File: src/hdl/ahht_pkg.sv
// shared widths, codes and types of the anomaly health hysteresis tracker
package ahht_pkg;

	localparam int VW = 24;
	localparam int CW = 24;
	localparam int LIMIT_W = 23;
	localparam int BAND_W = 23;
	localparam int IDX_W = 3;
	localparam int SW = VW + 8;
	localparam int PW = SW + 12;
	localparam int FRAC = 12;
	localparam int TW = ((VW > CW) ? VW : CW) + 2;

	localparam logic signed [SW-1:0] HALF_Q = SW'(2048);
	localparam logic signed [PW-1:0] DECAY_Q = PW'(3482);
	localparam logic signed [PW-1:0] ROUND_Q = PW'(2048);
	localparam logic [SW-1:0] VMAX = SW'((64'd1 << (VW - 1)) - 64'd1);

	localparam logic [LIMIT_W-1:0] LIMIT_RST = LIMIT_W'(409600);
	localparam logic [BAND_W-1:0] BAND_RST = BAND_W'(40960);
	localparam logic signed [VW-1:0] HEALTH_RST = VW'(409600 / 2);

	typedef enum logic [1:0] {
		ST_OFF = 2'd0,
		ST_ON  = 2'd1,
		ST_ERR = 2'd2
	} run_state_t;

	typedef enum logic [1:0] {
		MODE_ACCUM  = 2'd0,
		MODE_FEAT_A = 2'd1,
		MODE_FEAT_B = 2'd2,
		MODE_HOLD   = 2'd3
	} mode_t;

	typedef enum logic [IDX_W-1:0] {
		REG_GATE   = 3'd0,
		REG_LIMIT  = 3'd1,
		REG_LEVEL  = 3'd2,
		REG_BAND   = 3'd3,
		REG_MODE   = 3'd4,
		REG_MODEL  = 3'd5
	} cfg_reg_t;

	typedef struct packed {
		logic signed [CW-1:0] gate_threshold;
		logic [LIMIT_W-1:0]   health_limit;
		logic signed [CW-1:0] abnormal_level;
		logic [BAND_W-1:0]    switch_band;
		mode_t                display_mode;
		logic                 model_ready;
	} cfg_t;

	typedef struct packed {
		logic signed [VW-1:0] health;
		logic [1:0]           machine_state;
		logic                 alarm;
		logic                 active;
	} res_t;

endpackage

File: src/hdl/ahht_if.sv
// request channels of the tracker: input items and result items
interface ahht_in_if;
	import ahht_pkg::*;

	logic                 valid;
	logic                 ready;
	logic signed [VW-1:0] score;
	logic signed [VW-1:0] feature_a;
	logic signed [VW-1:0] feature_b;

	modport source (output valid, output score, output feature_a, output feature_b,
		input ready);
	modport sink (input valid, input score, input feature_a, input feature_b,
		output ready);
endinterface

interface ahht_out_if;
	import ahht_pkg::*;

	logic                 valid;
	logic                 ready;
	logic signed [VW-1:0] health;
	logic [1:0]           machine_state;
	logic                 alarm;
	logic                 active;

	modport source (output valid, output health, output machine_state, output alarm,
		output active, input ready);
	modport sink (input valid, input health, input machine_state, input alarm,
		input active, output ready);
endinterface

File: src/hdl/ahht_cfg_regs.sv
// configuration register file of the tracker
module ahht_cfg_regs (
	input  logic                     clk,
	input  logic                     arst_n,
	input  logic                     cfg_we,
	input  logic [ahht_pkg::IDX_W-1:0] cfg_index,
	input  logic [ahht_pkg::CW-1:0]  cfg_data,
	output ahht_pkg::cfg_t           cfg
);
	import ahht_pkg::*;

	cfg_t cfg_q;

	always_ff @(posedge clk or negedge arst_n) begin
		if (!arst_n) begin
			cfg_q.gate_threshold <= '0;
			cfg_q.health_limit   <= LIMIT_RST;
			cfg_q.abnormal_level <= '0;
			cfg_q.switch_band    <= BAND_RST;
			cfg_q.display_mode   <= MODE_ACCUM;
			cfg_q.model_ready    <= 1'b0;
		end else if (cfg_we) begin
			case (cfg_reg_t'(cfg_index))
				REG_GATE:  cfg_q.gate_threshold <= $signed(cfg_data);
				REG_LIMIT: cfg_q.health_limit   <= cfg_data[LIMIT_W-1:0];
				REG_LEVEL: cfg_q.abnormal_level <= $signed(cfg_data);
				REG_BAND:  cfg_q.switch_band    <= cfg_data[BAND_W-1:0];
				REG_MODE:  cfg_q.display_mode   <= mode_t'(cfg_data[1:0]);
				REG_MODEL: cfg_q.model_ready    <= cfg_data[0];
				default: ;
			endcase
		end
	end

	assign cfg = cfg_q;

endmodule

File: src/hdl/ahht_health_calc.sv
// next health value: leaky accumulate, feature copy or hold, then clamp
module ahht_health_calc (
	input  logic signed [ahht_pkg::VW-1:0] health_cur,
	input  logic signed [ahht_pkg::VW-1:0] score,
	input  logic signed [ahht_pkg::VW-1:0] feature_a,
	input  logic signed [ahht_pkg::VW-1:0] feature_b,
	input  ahht_pkg::mode_t                mode,
	input  logic [ahht_pkg::LIMIT_W-1:0]   health_limit,
	output logic signed [ahht_pkg::VW-1:0] health_new
);
	import ahht_pkg::*;

	logic signed [SW-1:0] h_x;
	logic signed [SW-1:0] sc_x;
	logic signed [SW-1:0] fa_x;
	logic signed [SW-1:0] fb_x;
	logic signed [SW-1:0] sum;
	logic signed [PW-1:0] prod;
	logic signed [SW-1:0] leak;
	logic signed [SW-1:0] raw;
	logic [SW-1:0]        lim_u;
	logic signed [SW-1:0] lim_x;

	assign h_x  = SW'(health_cur);
	assign sc_x = SW'(score);
	assign fa_x = SW'(feature_a);
	assign fb_x = SW'(feature_b);

	// score times 50 when positive, times 2 otherwise
	always_comb begin
		if (sc_x > 0) begin
			sum = h_x + (sc_x <<< 5) + (sc_x <<< 4) + (sc_x <<< 1) + HALF_Q;
		end else begin
			sum = h_x + (sc_x <<< 1) - HALF_Q;
		end
	end

	// times 0.85, rounded to nearest with floor shift
	assign prod = PW'(sum) * DECAY_Q + ROUND_Q;
	assign leak = prod[FRAC +: SW];

	always_comb begin
		case (mode)
			MODE_ACCUM:  raw = leak;
			MODE_FEAT_A: raw = (fa_x <<< 3) + (fa_x <<< 1);
			MODE_FEAT_B: raw = (fb_x <<< 3) + (fb_x <<< 1);
			default:     raw = h_x;
		endcase
	end

	assign lim_u = (SW'(health_limit) > VMAX) ? VMAX : SW'(health_limit);
	assign lim_x = $signed(lim_u);

	always_comb begin
		if (raw > lim_x) begin
			health_new = VW'(lim_x);
		end else if (raw < -lim_x) begin
			health_new = VW'(-lim_x);
		end else begin
			health_new = VW'(raw);
		end
	end

endmodule

File: src/hdl/ahht_core.sv
// health and run state registers with the on/error/off hysteresis machine
module ahht_core (
	input  logic                           clk,
	input  logic                           arst_n,
	input  logic                           fire,
	input  logic signed [ahht_pkg::VW-1:0] score,
	input  logic signed [ahht_pkg::VW-1:0] feature_a,
	input  logic signed [ahht_pkg::VW-1:0] feature_b,
	input  ahht_pkg::cfg_t                 cfg,
	output ahht_pkg::res_t                 res
);
	import ahht_pkg::*;

	logic signed [VW-1:0] health_q;
	run_state_t           state_q;
	run_state_t           state_d;
	logic signed [VW-1:0] health_calc;
	logic signed [VW-1:0] health_d;
	logic                 gate_ok;
	logic                 active;
	logic signed [TW-1:0] h_t;
	logic signed [TW-1:0] lo_t;
	logic signed [TW-1:0] hi_t;

	ahht_health_calc u_calc (
		.health_cur  (health_q),
		.score       (score),
		.feature_a   (feature_a),
		.feature_b   (feature_b),
		.mode        (cfg.display_mode),
		.health_limit(cfg.health_limit),
		.health_new  (health_calc)
	);

	assign gate_ok = TW'(feature_a) >= TW'(cfg.gate_threshold);
	assign active  = cfg.model_ready && gate_ok;
	assign health_d = active ? health_calc : health_q;

	assign h_t  = TW'(health_calc);
	assign lo_t = TW'(cfg.abnormal_level) - $signed(TW'(cfg.switch_band));
	assign hi_t = TW'(cfg.abnormal_level) + $signed(TW'(cfg.switch_band));

	// next state
	always_comb begin
		state_d = state_q;
		if (cfg.model_ready) begin
			if (!gate_ok) begin
				state_d = ST_OFF;
			end else begin
				case (state_q)
					ST_ON: begin
						if (h_t < lo_t) state_d = ST_ERR;
					end
					ST_ERR: begin
						if (h_t > hi_t) state_d = ST_ON;
					end
					default: state_d = ST_ON;
				endcase
			end
		end
	end

	// outputs
	always_comb begin
		res.health        = health_d;
		res.machine_state = state_d;
		res.alarm         = (state_q == ST_ERR);
		res.active        = active;
	end

	always_ff @(posedge clk or negedge arst_n) begin
		if (!arst_n) begin
			health_q <= HEALTH_RST;
			state_q  <= ST_OFF;
		end else if (fire) begin
			health_q <= health_d;
			state_q  <= state_d;
		end
	end

endmodule

File: src/hdl/anomaly_health_hysteresis_tracker_top.sv
// top level of the anomaly health hysteresis tracker
// Takes one request per clock unless a held result stalls the pipe, and gives
// one result per request: the request is captured in an input register, the
// health update (one 32x12 constant multiply for the leaky mode, then the clamp)
// and the state machine step run from it and land in the result register.
// A new request can follow every cycle while results are taken; health and state
// feedback closes inside the core. Configuration registers take effect on the
// next request and should be written only while no request is in flight.
module anomaly_health_hysteresis_tracker_top (
	input  logic                       clk,
	input  logic                       arst_n,
	ahht_in_if.sink                    samples,
	ahht_out_if.source                 results,
	input  logic                       cfg_we,
	input  logic [ahht_pkg::IDX_W-1:0] cfg_index,
	input  logic [ahht_pkg::CW-1:0]    cfg_data
);
	import ahht_pkg::*;

	cfg_t cfg;
	res_t res;

	logic                 v_s1;
	logic signed [VW-1:0] score_s1;
	logic signed [VW-1:0] fa_s1;
	logic signed [VW-1:0] fb_s1;
	logic                 v_s2;
	res_t                 res_s2;
	logic                 adv;
	logic                 fire;
	logic                 take;

	ahht_cfg_regs u_cfg (
		.clk      (clk),
		.arst_n   (arst_n),
		.cfg_we   (cfg_we),
		.cfg_index(cfg_index),
		.cfg_data (cfg_data),
		.cfg      (cfg)
	);

	assign adv  = !v_s2 || results.ready;
	assign fire = v_s1 && adv;
	assign samples.ready = !v_s1 || adv;
	assign take = samples.valid && samples.ready;

	always_ff @(posedge clk or negedge arst_n) begin
		if (!arst_n) begin
			v_s1 <= 1'b0;
		end else if (samples.ready) begin
			v_s1 <= samples.valid;
		end
	end

	always_ff @(posedge clk) begin
		if (take) begin
			score_s1 <= samples.score;
			fa_s1    <= samples.feature_a;
			fb_s1    <= samples.feature_b;
		end
	end

	ahht_core u_core (
		.clk      (clk),
		.arst_n   (arst_n),
		.fire     (fire),
		.score    (score_s1),
		.feature_a(fa_s1),
		.feature_b(fb_s1),
		.cfg      (cfg),
		.res      (res)
	);

	always_ff @(posedge clk or negedge arst_n) begin
		if (!arst_n) begin
			v_s2 <= 1'b0;
		end else if (adv) begin
			v_s2 <= v_s1;
		end
	end

	always_ff @(posedge clk) begin
		if (fire) begin
			res_s2 <= res;
		end
	end

	assign results.valid         = v_s2;
	assign results.health        = res_s2.health;
	assign results.machine_state = res_s2.machine_state;
	assign results.alarm         = res_s2.alarm;
	assign results.active        = res_s2.active;

	logic signed [TW-1:0] health_t;
	logic signed [TW-1:0] limit_t;

	assign health_t = TW'(results.health);
	assign limit_t  = $signed(TW'(cfg.health_limit));

	a_active_runs: assert property (@(posedge clk) disable iff (!arst_n)
		(results.valid && results.active) |-> (results.machine_state != ST_OFF))
		else $error("active result reports state off");

	a_health_bound: assert property (@(posedge clk) disable iff (!arst_n)
		(results.valid && results.active) |-> ((health_t <= limit_t) && (health_t >= -limit_t)))
		else $error("active result health outside limit");

	a_no_overrun: assert property (@(posedge clk) disable iff (!arst_n)
		(v_s1 && v_s2 && !results.ready) |-> !samples.ready)
		else $error("request taken while both stages are held");

	a_result_follows: assert property (@(posedge clk) disable iff (!arst_n)
		fire |=> v_s2)
		else $error("processed request did not reach the result register");

endmodule
File: src/flat_wrapper.sv
// flat-port wrapper written by rule: the top's interface ports become plain ports
module anomaly_health_hysteresis_tracker_top_flat import ahht_pkg::*;
  (clk, arst_n, cfg_we, cfg_index, cfg_data, samples_valid, samples_score, samples_feature_a, samples_feature_b, samples_ready, results_valid, results_health, results_machine_state, results_alarm, results_active, results_ready);
  ahht_in_if samples_i ();
  ahht_out_if results_i ();
  input  logic clk;
  input  logic arst_n;
  input  logic cfg_we;
  input  logic [ahht_pkg::IDX_W-1:0] cfg_index;
  input  logic [ahht_pkg::CW-1:0] cfg_data;
  input wire logic [$bits(samples_i.valid)-1:0] samples_valid;
  input wire logic [$bits(samples_i.score)-1:0] samples_score;
  input wire logic [$bits(samples_i.feature_a)-1:0] samples_feature_a;
  input wire logic [$bits(samples_i.feature_b)-1:0] samples_feature_b;
  output wire logic [$bits(samples_i.ready)-1:0] samples_ready;
  output wire logic [$bits(results_i.valid)-1:0] results_valid;
  output wire logic [$bits(results_i.health)-1:0] results_health;
  output wire logic [$bits(results_i.machine_state)-1:0] results_machine_state;
  output wire logic [$bits(results_i.alarm)-1:0] results_alarm;
  output wire logic [$bits(results_i.active)-1:0] results_active;
  input wire logic [$bits(results_i.ready)-1:0] results_ready;
  assign samples_i.valid = samples_valid;
  assign samples_i.score = samples_score;
  assign samples_i.feature_a = samples_feature_a;
  assign samples_i.feature_b = samples_feature_b;
  assign samples_ready = samples_i.ready;
  assign results_valid = results_i.valid;
  assign results_health = results_i.health;
  assign results_machine_state = results_i.machine_state;
  assign results_alarm = results_i.alarm;
  assign results_active = results_i.active;
  assign results_i.ready = results_ready;
  anomaly_health_hysteresis_tracker_top u_core (.clk(clk), .arst_n(arst_n), .samples(samples_i), .results(results_i), .cfg_we(cfg_we), .cfg_index(cfg_index), .cfg_data(cfg_data));
endmodule
File: config.mk
export PLATFORM = sky130hd
export DESIGN_NAME = anomaly_health_hysteresis_tracker_top_flat
export DESIGN_NICKNAME = d
export VERILOG_FILES = /design/src/hdl/ahht_pkg.sv /design/src/hdl/ahht_if.sv /design/src/hdl/ahht_cfg_regs.sv /design/src/hdl/ahht_health_calc.sv /design/src/hdl/ahht_core.sv /design/src/hdl/anomaly_health_hysteresis_tracker_top.sv /design/src/flat_wrapper.sv
export SDC_FILE = /design/constraint.sdc
export NUM_CORES = 1
export LEC_CHECK = 0
export ABC_AREA = 1
export BUFFER_PORTS_ARGS = -buffer_cell sky130_fd_sc_hd__buf_2
export CAP_MARGIN = 5
export CORE_MARGIN = 2
export CORE_UTILIZATION = 55
export DETAILED_ROUTE_END_ITERATION = 7
export GPL_TIMING_DRIVEN = 0
export HOLD_SLACK_MARGIN = 0.06
export PLACE_DENSITY = 0.71
export SLEW_MARGIN = 0
export SYNTH_ARGS = -nofsm -noshare
export SYNTH_HDL_FRONTEND = slang
export SYNTH_SLANG_ARGS = --single-unit
File: constraint.sdc
create_clock -name clk -period 27.7 [get_ports clk]
set_input_delay 1.385 -clock clk [delete_from_list [all_inputs] [get_ports clk]]
set_output_delay 1.385 -clock clk [all_outputs]
set_load 0.03 [all_outputs]
==> impl.org, run 1 <==
** Run status
- Run status :: complete, no violations

** Critical path
- The most numerous cell type found on the critical path is nand2_1.
- Slowest stage cell on the critical path :: a221oi_1
- Counting cells, the worst reg-to-reg path comes to 83.
- The setup path with the least slack is of type reg -> reg.
- Worst setup EP type :: flop
- R2R Path Start :: u_core.score_s1[2]
- End of the worst register-to-register path :: u_core.results.machine_state[0]
- For the worst setup path, the data arrival time is 17.99 ns.
- At the worst endpoint, the required time is 28.02 ns.
- Along the worst path, the maximum fanout reaches 10.
- The worst register-to-register path has a setup slack of 10.03 ns.
- The largest single stage delay on the critical path is 0.96 ns.
- STA classifies the critical path startpoint as a flop.

** Placement
- Cell Count Post-Placement :: 4,854
- Placed wire-length estimate after detailed placement :: 72.84 mm
- During placement, the flow inserted port buffers numbering 133.
- Timing analysis after detailed placement gives a worst setup slack of 10.17 ns.
- Placer congestion estimate :: 0.9938

** Yosys
- Post-synth top flop :: dfrtp_1
- In this run the mean area of a mapped cell was 7.574 um^2.
- Biggest area contributors in the synthesized netlist :: ha_1 (19%), fa_1 (12%), nand2_1 (10%)
- Summed over all instances, the cell type with the most area after synthesis is ha_1.
- Most common library cells after synthesis :: nand2_1 (827), inv_1 (711), ha_1 (469), o21ai_0 (310), a21oi_1 (296)
- Area share of the largest cell type after synthesis :: 19.30%
- Area of the mapped netlist :: 30,400 um^2
- For this run, asynchronously set or reset flops after synthesis account for 55.56%.
- Counting flops and latches in the post-synthesis netlist gives 225.
- After technology mapping, the gate count stands at 4,014.
- Yosys warning total :: 0
- Number of distinct library cells after synthesis :: 65
- After synthesis, flip-flops and latches occupy 20.20% of the total area.
- By instance count, the leading cell after synthesis is nand2_1.
- Post-synth EDFFs :: 100
- Synthesis produced a netlist with a net count of 4,763.

** Run
- The tool flagged a number of max-cap violations equal to 0.

** GRT
- Number of antenna violations at the first check in global routing :: 0
- First-pass GRT wire length :: 135.8 mm
- Summed over all layers, the global routing overflow is 0.
- The via count of the first global-routing pass is 25.92k.
- After global routing, the most crowded layer is met2.
- For this run, global-route usage on met1 was measured as 38.83%.
- Entering global routing, the biggest net connects 92 pins.
- In the global route stage, met3 resource usage came out at 1.963%.
- Global routing consumed, over all layers together, 30.18% of the routing resources.
- Global routing used 51.06% of the available met2 tracks.

** Clock tree
- Post-CTS repair changed the size of 0 cells.
- CTS sink count :: 225
- Number of buffers inserted during clock tree synthesis :: 25
- Once the clock tree was built, the setup fixing pass inserted 0 buffers.
- Clock root cell :: clkbuf_16
- Number of buffers on the longest clock path :: 3
- TritonCTS clock tree :: done
- After clock tree synthesis, the clock-pin slew on the worst setup and hold paths is 0.06 ns.
- The later pin in the worst-skew pair is clocked with a latency of 0.57 ns.
- The number of hold buffers added after CTS was 0.
- CTS built an H-tree with a depth of 1.

** STA
- Setup repair after global routing missed its margin :: false
- Setup TNS :: 0 ns
- For the pin with the worst max-slew slack, the measured transition is 1.235 ns.
- Final hold viol count :: 0
- For this run, the top clock speed supported by timing is 56.59 MHz.
- Max-slew headroom :: 17.66%
- Across the routed clock network, the largest skew measured is 0.009799 ns.
- After layout, the minimum clock period comes to 17.67 ns.
- Max-slew violation count :: 0
- Total setup violations reported at the end of the flow :: 0
- Final critical-path share of the clock period :: 63.79%
- Setup slack on the critical path of the routed design comes to 10.03 ns.

** Die
- In this run the count of I/O pins placed on the die edge is 134.
- Core region area :: 54,880 um^2
- Measured along the y axis, the die boundary spans 239.1 um.
- Initial core utilization :: 55.40%
- Die Footprint :: 57,170 um^2
- Horizontal extent of the die :: 239.1 um
- Row generation in the floorplan step produced 86 rows.

** Layout
- After the last flow step, the layout net total stands at 4,926.
- Cells fill 59.94% of the core in the end.
- Fraction of layout instances using a drive strength above 1 :: 6.602%
- Area added between synthesis and finish :: 8.199%
- # fillers :: 5,180
- ANT cells :: 0
- The multi-input combinational cells in the finished layout cover a total of 21,310 um^2.
- Excluding fillers, the count of instances in the completed layout stands at 4,900.
- In the final layout, flip-flops and latches occupy 6141 um^2.

** Drt
- Vias after detailed routing :: 26.89k
- After detailed routing, the number of remaining DRC violations is 0.
- After detailed routing, the number of vias per cell comes to 5.487.
- The detail route stage leaves a number of antenna-violating nets equal to 0.
- Initial DRC Count :: 1,646
- For this block, the routed nets add up to 85.25 mm of wire.
- For this run, the detailed router's first-pass iteration total came to 6.
- Dividing the detail-routed wire length by the instance count gives 17.40 um.

** Min path
- The worst hold path terminates at u_core.u_cfg.cfg[74].
- The worst hold path passes through 2 cells.
- The path class of the tightest hold or removal check is reg -> reg.
- Source of the worst hold timing path :: u_core.u_cfg.cfg[74]
==> final cells by class <==
cell class | count | share of cell area [%]
Buffer | 55 | 0.7265
Clock buffer | 29 | 1.978
Clock inverter | 17 | 0.6467
Inverter | 724 | 8.270
Multi-Input combinational cell | 3010 | 64.78
Sequential cell | 225 | 18.67
Tap cell | 704 | 2.678
Timing Repair Buffer | 136 | 2.256
==> worst max-delay path, delay by kind of cell, from the launching register on <==
kind,cells,cell delay [ns]
compound gates,16,4.56
xor+xnor,2,0.31
fa+ha+maj,12,5.03
buf+inv,10,1.21
flops,1,0.54
simple gates,43,5.68
==> worst max-delay path by stage <==
stage / startpoint / end / slack (ns) / depth (start not counted)
after floorplan: u_core.score_s1[2] / u_core.results.machine_state[0] / 13.03 / 83
after global placement: u_core.score_s1[2] / u_core.results.machine_state[0] / 9.03 / 85
after detailed placement: u_core.score_s1[2] / u_core.results.machine_state[0] / 10.17 / 86
after CTS: u_core.score_s1[2] / u_core.results.machine_state[0] / 10.09 / 83
after global routing: u_core.score_s1[2] / u_core.u_core.state_q[0] / 8.55 / 85
final: u_core.score_s1[2] / u_core.results.machine_state[0] / 10.03 / 83
==> cell families (layout without fill, tap and decap cells) <==
logic type      after synthesis  in the layout  share of synthesized area [%]
mux                           5              5                         0.1646
buf+inv                     779            961                          9.725
simple gates               1431           1431                          20.31
flops                       225            225                          20.20
xor+xnor                    164            164                          4.799
compound gates              765            765                          13.91
fa+ha+maj                   645            645                          30.89
==> metrics by stage <==
step	area, um^2	hold WS, ns
final	32890	0.4851
after global routing	32890	0.5064
after CTS	32890	0.4889
after detailed placement	32030	0.4741
after global placement	31950	0.4677
after floorplan	30400	0.4530
==> registers in the layout, indices dropped and copies added (netlist names) <==
register,count
u_core.results.valid,1
u_core.results.active,1
u_core.u_core.health_q,24
u_core.fb_s1,24
u_core.score_s1,24
u_core.u_cfg.cfg,97
u_core.results.health,24
u_core.fa_s1,24
u_core.results.alarm,1
u_core.results.machine_state,2
u_core.u_core.state_q,2
u_core.v_s1,1
==> per-layer routing <==
layer,vias to the layer above,share of wire (%),routed length [um]
li1,13600,-,-
met1,12440,43,36440
met2,670,47,39910
met3,184,4.2,3590
met4,0,6.2,5308
met5,-,0,0
==> layout by cell type, fill, tap and decap left out, types with 24 or more instances in the layout <==
cell type	n
nand2_1	827
inv_1	710
ha_1	469
o21ai_0	309
a21oi_1	296
nor2_1	210
nand3_1	206
fa_1	176
buf_2	137
xor2_1	126
dfrtp_1	117
edfxtp_1	100
nand4_1	47
clkbuf_1	45
nor3_1	40
xnor2_1	35
o21bai_1	27
clkbuf_16	25
o211ai_1	24
Power of run 1 is left out: the tool's default activity adds up to more than one toggle a clock period on the data nets, which glitch-free logic cannot reach.
==> run 2, diff against run 1 <==
--- a/config.mk
+++ b/config.mk
@@ -5,7 +5,7 @@
 export SDC_FILE = /design/constraint.sdc
 export NUM_CORES = 1
 export LEC_CHECK = 0
-export ABC_AREA = 1
+export ABC_AREA = 0
 export BUFFER_PORTS_ARGS = -buffer_cell sky130_fd_sc_hd__buf_2
 export CAP_MARGIN = 5
 export CORE_MARGIN = 2
==> constraint.sdc (replaced) <==
create_clock -name clk -period 16.78 [get_ports clk]
set_input_delay 0.839 -clock clk [delete_from_list [all_inputs] [get_ports clk]]
set_output_delay 0.839 -clock clk [all_outputs]
set_load 0.03 [all_outputs]
==> run 2 against run 1 <==
  * Sequential cell count unchanged
  * Synthesized cell count down 17%
  * Clock skew up 0.021 ns
  * Clock-buffer cell count down 2
  * Die area down 0.70%
  * Synthesized area down 0.71%
  * Fmax up 8.2%
  * Critical path depth down 6
  * Global-route usage up 0.17 points
  * Via count down 4.8%
  * Wire length up 2.7%
  * Final area up 5.2%
==> impl.org, run 2 <==
** Placement
- Placer congestion estimate :: 0.9821
- The wire-length estimate of the detail-placed layout is 70.47 mm.
- Port bufs :: 133
- At the placement stage, the worst setup path has a slack of -3.179 ns.

** Critical path
- Along the worst path, the maximum fanout reaches 8.
- Among cell families on the critical path, the largest total delay comes from compound AO/OA/AOI/OAI gates.
- For this run, the slowest stage of the critical path takes 0.55 ns.
- The worst setup path is launched from a flop.
- Worst R2R Path Depth :: 77
- Worst setup path endpoint :: u_core.results.machine_state[0]
- The worst register-to-register path begins at u_core.score_s1[1].
- The endpoint identified for the worst register-to-register timing path is u_core.results.machine_state[0].
- Worst Path Arrival :: 16.60 ns
- Combined buffer and inverter count along the critical path :: 12
- Category of the most critical setup path :: reg -> reg
- Worst setup EP type :: flop
- Reg2reg setup slack :: 0.46 ns
- The most critical setup path has its startpoint at u_core.score_s1[1].
- Logic depth of the worst setup path including buffers :: 77
- Required time reported for the critical path endpoint :: 17.05 ns
- Slowest stage cell on the critical path :: fa_1

** Clock tree
- Worst skew pair latency :: 0.56 ns
- The tree is rooted in a clkbuf_16.
- Clock slew at the register clock pins of the worst setup and hold paths :: 0.07 ns
- CTS saw 225 sinks.
- TritonCTS clock tree :: done
- CTS built an H-tree with a depth of 1.
- Number of buffers on the longest clock path :: 3
- Number of buffers inserted during clock tree synthesis :: 24

** Drt
- In the routed design, unresolved DRC markers number 0.
- Dividing the detail-routed wire length by the instance count gives 20.33 um.
- The detail route stage leaves a number of antenna-violating nets equal to 0.
- For this run, the detailed router's first-pass iteration total came to 6.
- Initial DRC Count :: 2,114
- Vias after detailed routing :: 25.60k
- In the routed layout, each cell is associated on average with a via count of 5.945.
- Overall routed net length :: 87.56 mm

** Yosys
- Area of the mapped netlist :: 30,180 um^2
- Synthesis handed over a netlist of 3,343 instances.
- Number of distinct library cells after synthesis :: 103
- By area the synthesized netlist is led by ha_1 (19%), fa_1 (12%), edfxtp_1 (9.9%).
- Ys async rst share :: 55.56%
- Of all cell types, the one taking the most synthesized area is ha_1.
- Post-synth EDFFs :: 100
- Post-synth top flop :: dfrtp_1
- For this run, the number of Yosys warnings is 0.
- Synthesized netlist net count :: 4,092
- Sorting the synthesized cells by how often they occur yields ha_1 (469), inv_1 (454), nand2_1 (248), o21ai_0 (217), a21oi_1 (192).
- Share of the yosys chip area belonging to registers :: 20.34%
- Dividing the synthesized area by the synthesized cell count gives 9.029 um^2.
- Register bit total from synthesis :: 225
- Dominant cell by count in the synthesized netlist :: ha_1
- Area share of the largest cell type after synthesis :: 19.44%

** Layout
- Most used cells in the layout excluding fill and tap cells :: inv_1 (453), ha_1 (445), nand2_1 (248)
- The library cell used most frequently in the layout, excluding fill and tap cells, is inv_1.
- Total number of nets in the final design :: 4,341
- The area growth from synthesis to layout is 14.64%.
- Fraction of layout instances using a drive strength above 1 :: 16.70%
- Number of flip-flops in the largest register :: 97
- ANT cells :: 0

** STA
- In the finished design, the share of the clock period the worst path needs comes to 97.28%.
- For the pin with the worst max-slew slack, the measured transition is 1.149 ns.
- Hold timing on the final database bottoms out at a slack of 0.1868 ns.
- Fmax :: 61.26 MHz
- On the final layout, the worst clock skew is 0.03032 ns.
- Slack of the critical path :: 0.4561 ns
- Max-slew headroom :: 22.70%
- Setup violations remaining at the end of the flow were counted as 0.
- Max-slew violation count :: 0
- Final hold viol count :: 0
- The smallest clock period supported by the final layout is computed as 16.32 ns.
- Summed over all failing endpoints, the final setup total negative slack is 0 ns.

** GRT
- The via count of the first global-routing pass is 24.63k.
- The initial antenna violation count was 8.
- The first global-routing pass estimated 134.7 mm of wire.
- Entering global routing, the biggest net connects 95 pins.
- Global-route usage over all layers :: 30.35%
- After global routing the overflow that remains totals 0.

** Die
- Count of standard-cell rows :: 85
- In this run the standard cell core region covers 54,030 um^2.
- Horizontal extent of the die :: 238.3 um
- The floorplan step set the die height to 238.3 um.
- For this design the top-level I/O count stands at 134.
- Initial core utilization :: 55.87%
- Die Footprint :: 56,770 um^2

** Min path
- Worst hold path type :: in -> async

** Run status
- Run status :: complete, no violations

** Run
- Across the run, the number of max-cap violations was 0.
==> run 2: worst reg2reg max path, delay by kind of cell (launching register included) <==
| family | cells | cell delay (ns) |
|---|---|---|
| adder cells (fa/ha/maj) | 11 | 3.94 |
| flip-flops | 1 | 0.54 |
| AND/OR/NAND/NOR | 16 | 2.71 |
| XOR/XNOR | 2 | 0.22 |
| buffers and inverters | 12 | 1.63 |
| AO/OA/AOI/OAI | 36 | 6.99 |
==> run 2: layer usage <==
layer,global-route usage [%],part of all wire [%],up-vias,routed length [um]
li1,-,-,12290,-
met1,41.96,44,12220,38190
met2,47.72,44,908,38860
met3,7.057,8.7,178,7611
met4,8.466,3.3,6,2853
met5,0,0.048,-,42
==> run 2: worst min-delay path by stage <==
stage	start	end	slack, ns	cells past startpoint
after floorplan	u_core.v_s1	u_core.results.valid	0.46	1
after global placement	u_core.v_s1	u_core.results.valid	0.49	1
after detailed placement	u_core.v_s1	u_core.results.valid	0.49	1
after CTS	arst_n	u_core.u_cfg.cfg[46]	0.19	1
after global routing	arst_n	u_core.u_cfg.cfg[46]	0.20	1
final	arst_n	u_core.u_cfg.cfg[46]	0.19	1
==> run 2: final cells by class <==
type	count	area, um^2
multi-input cells	2584	23160
fillers	4534	19420
flip-flops and latches	225	6145
inverters	455	1708
repair buffers	229	1485
well taps	696	870.8
clock buffers	27	654.4
plain buffers	73	397.9
clock inverters	17	183.9
==> run 2: cell families after synthesis <==
| logic type | count (synthesis) | synth area share, % |
|---|---|---|
| flops | 225 | 20.34 |
| xor+xnor | 225 | 6.529 |
| fa+ha+maj | 645 | 31.11 |
| mux | 113 | 4.842 |
| buf+inv | 534 | 6.765 |
| compound gates | 786 | 16.86 |
| simple gates | 815 | 13.55 |
==> run 2: metrics by stage <==
stage          instance area [um^2]  instances  utilization (%)
4_1_cts                       33380       4255            61.79
5_1_grt                       34600       4306            64.05
6_report                      34600       4306            64.05
3_5_place_dp                  31800       4176            58.86
2_1_floorplan                 30180       3343                -
3_3_place_gp                  31720       4172            58.71
==> run 2: repair_timing <==
action / in CTS / in global routing
gates cloned: 0 / 2
setup endpoints to repair: 44 / 4
setup buffers: 37 / 53
pin swaps: 42 / 86
gates resized for setup: 125 / 160
hold buffers: 0 / 0
Power of run 2 is left out for the same reason.
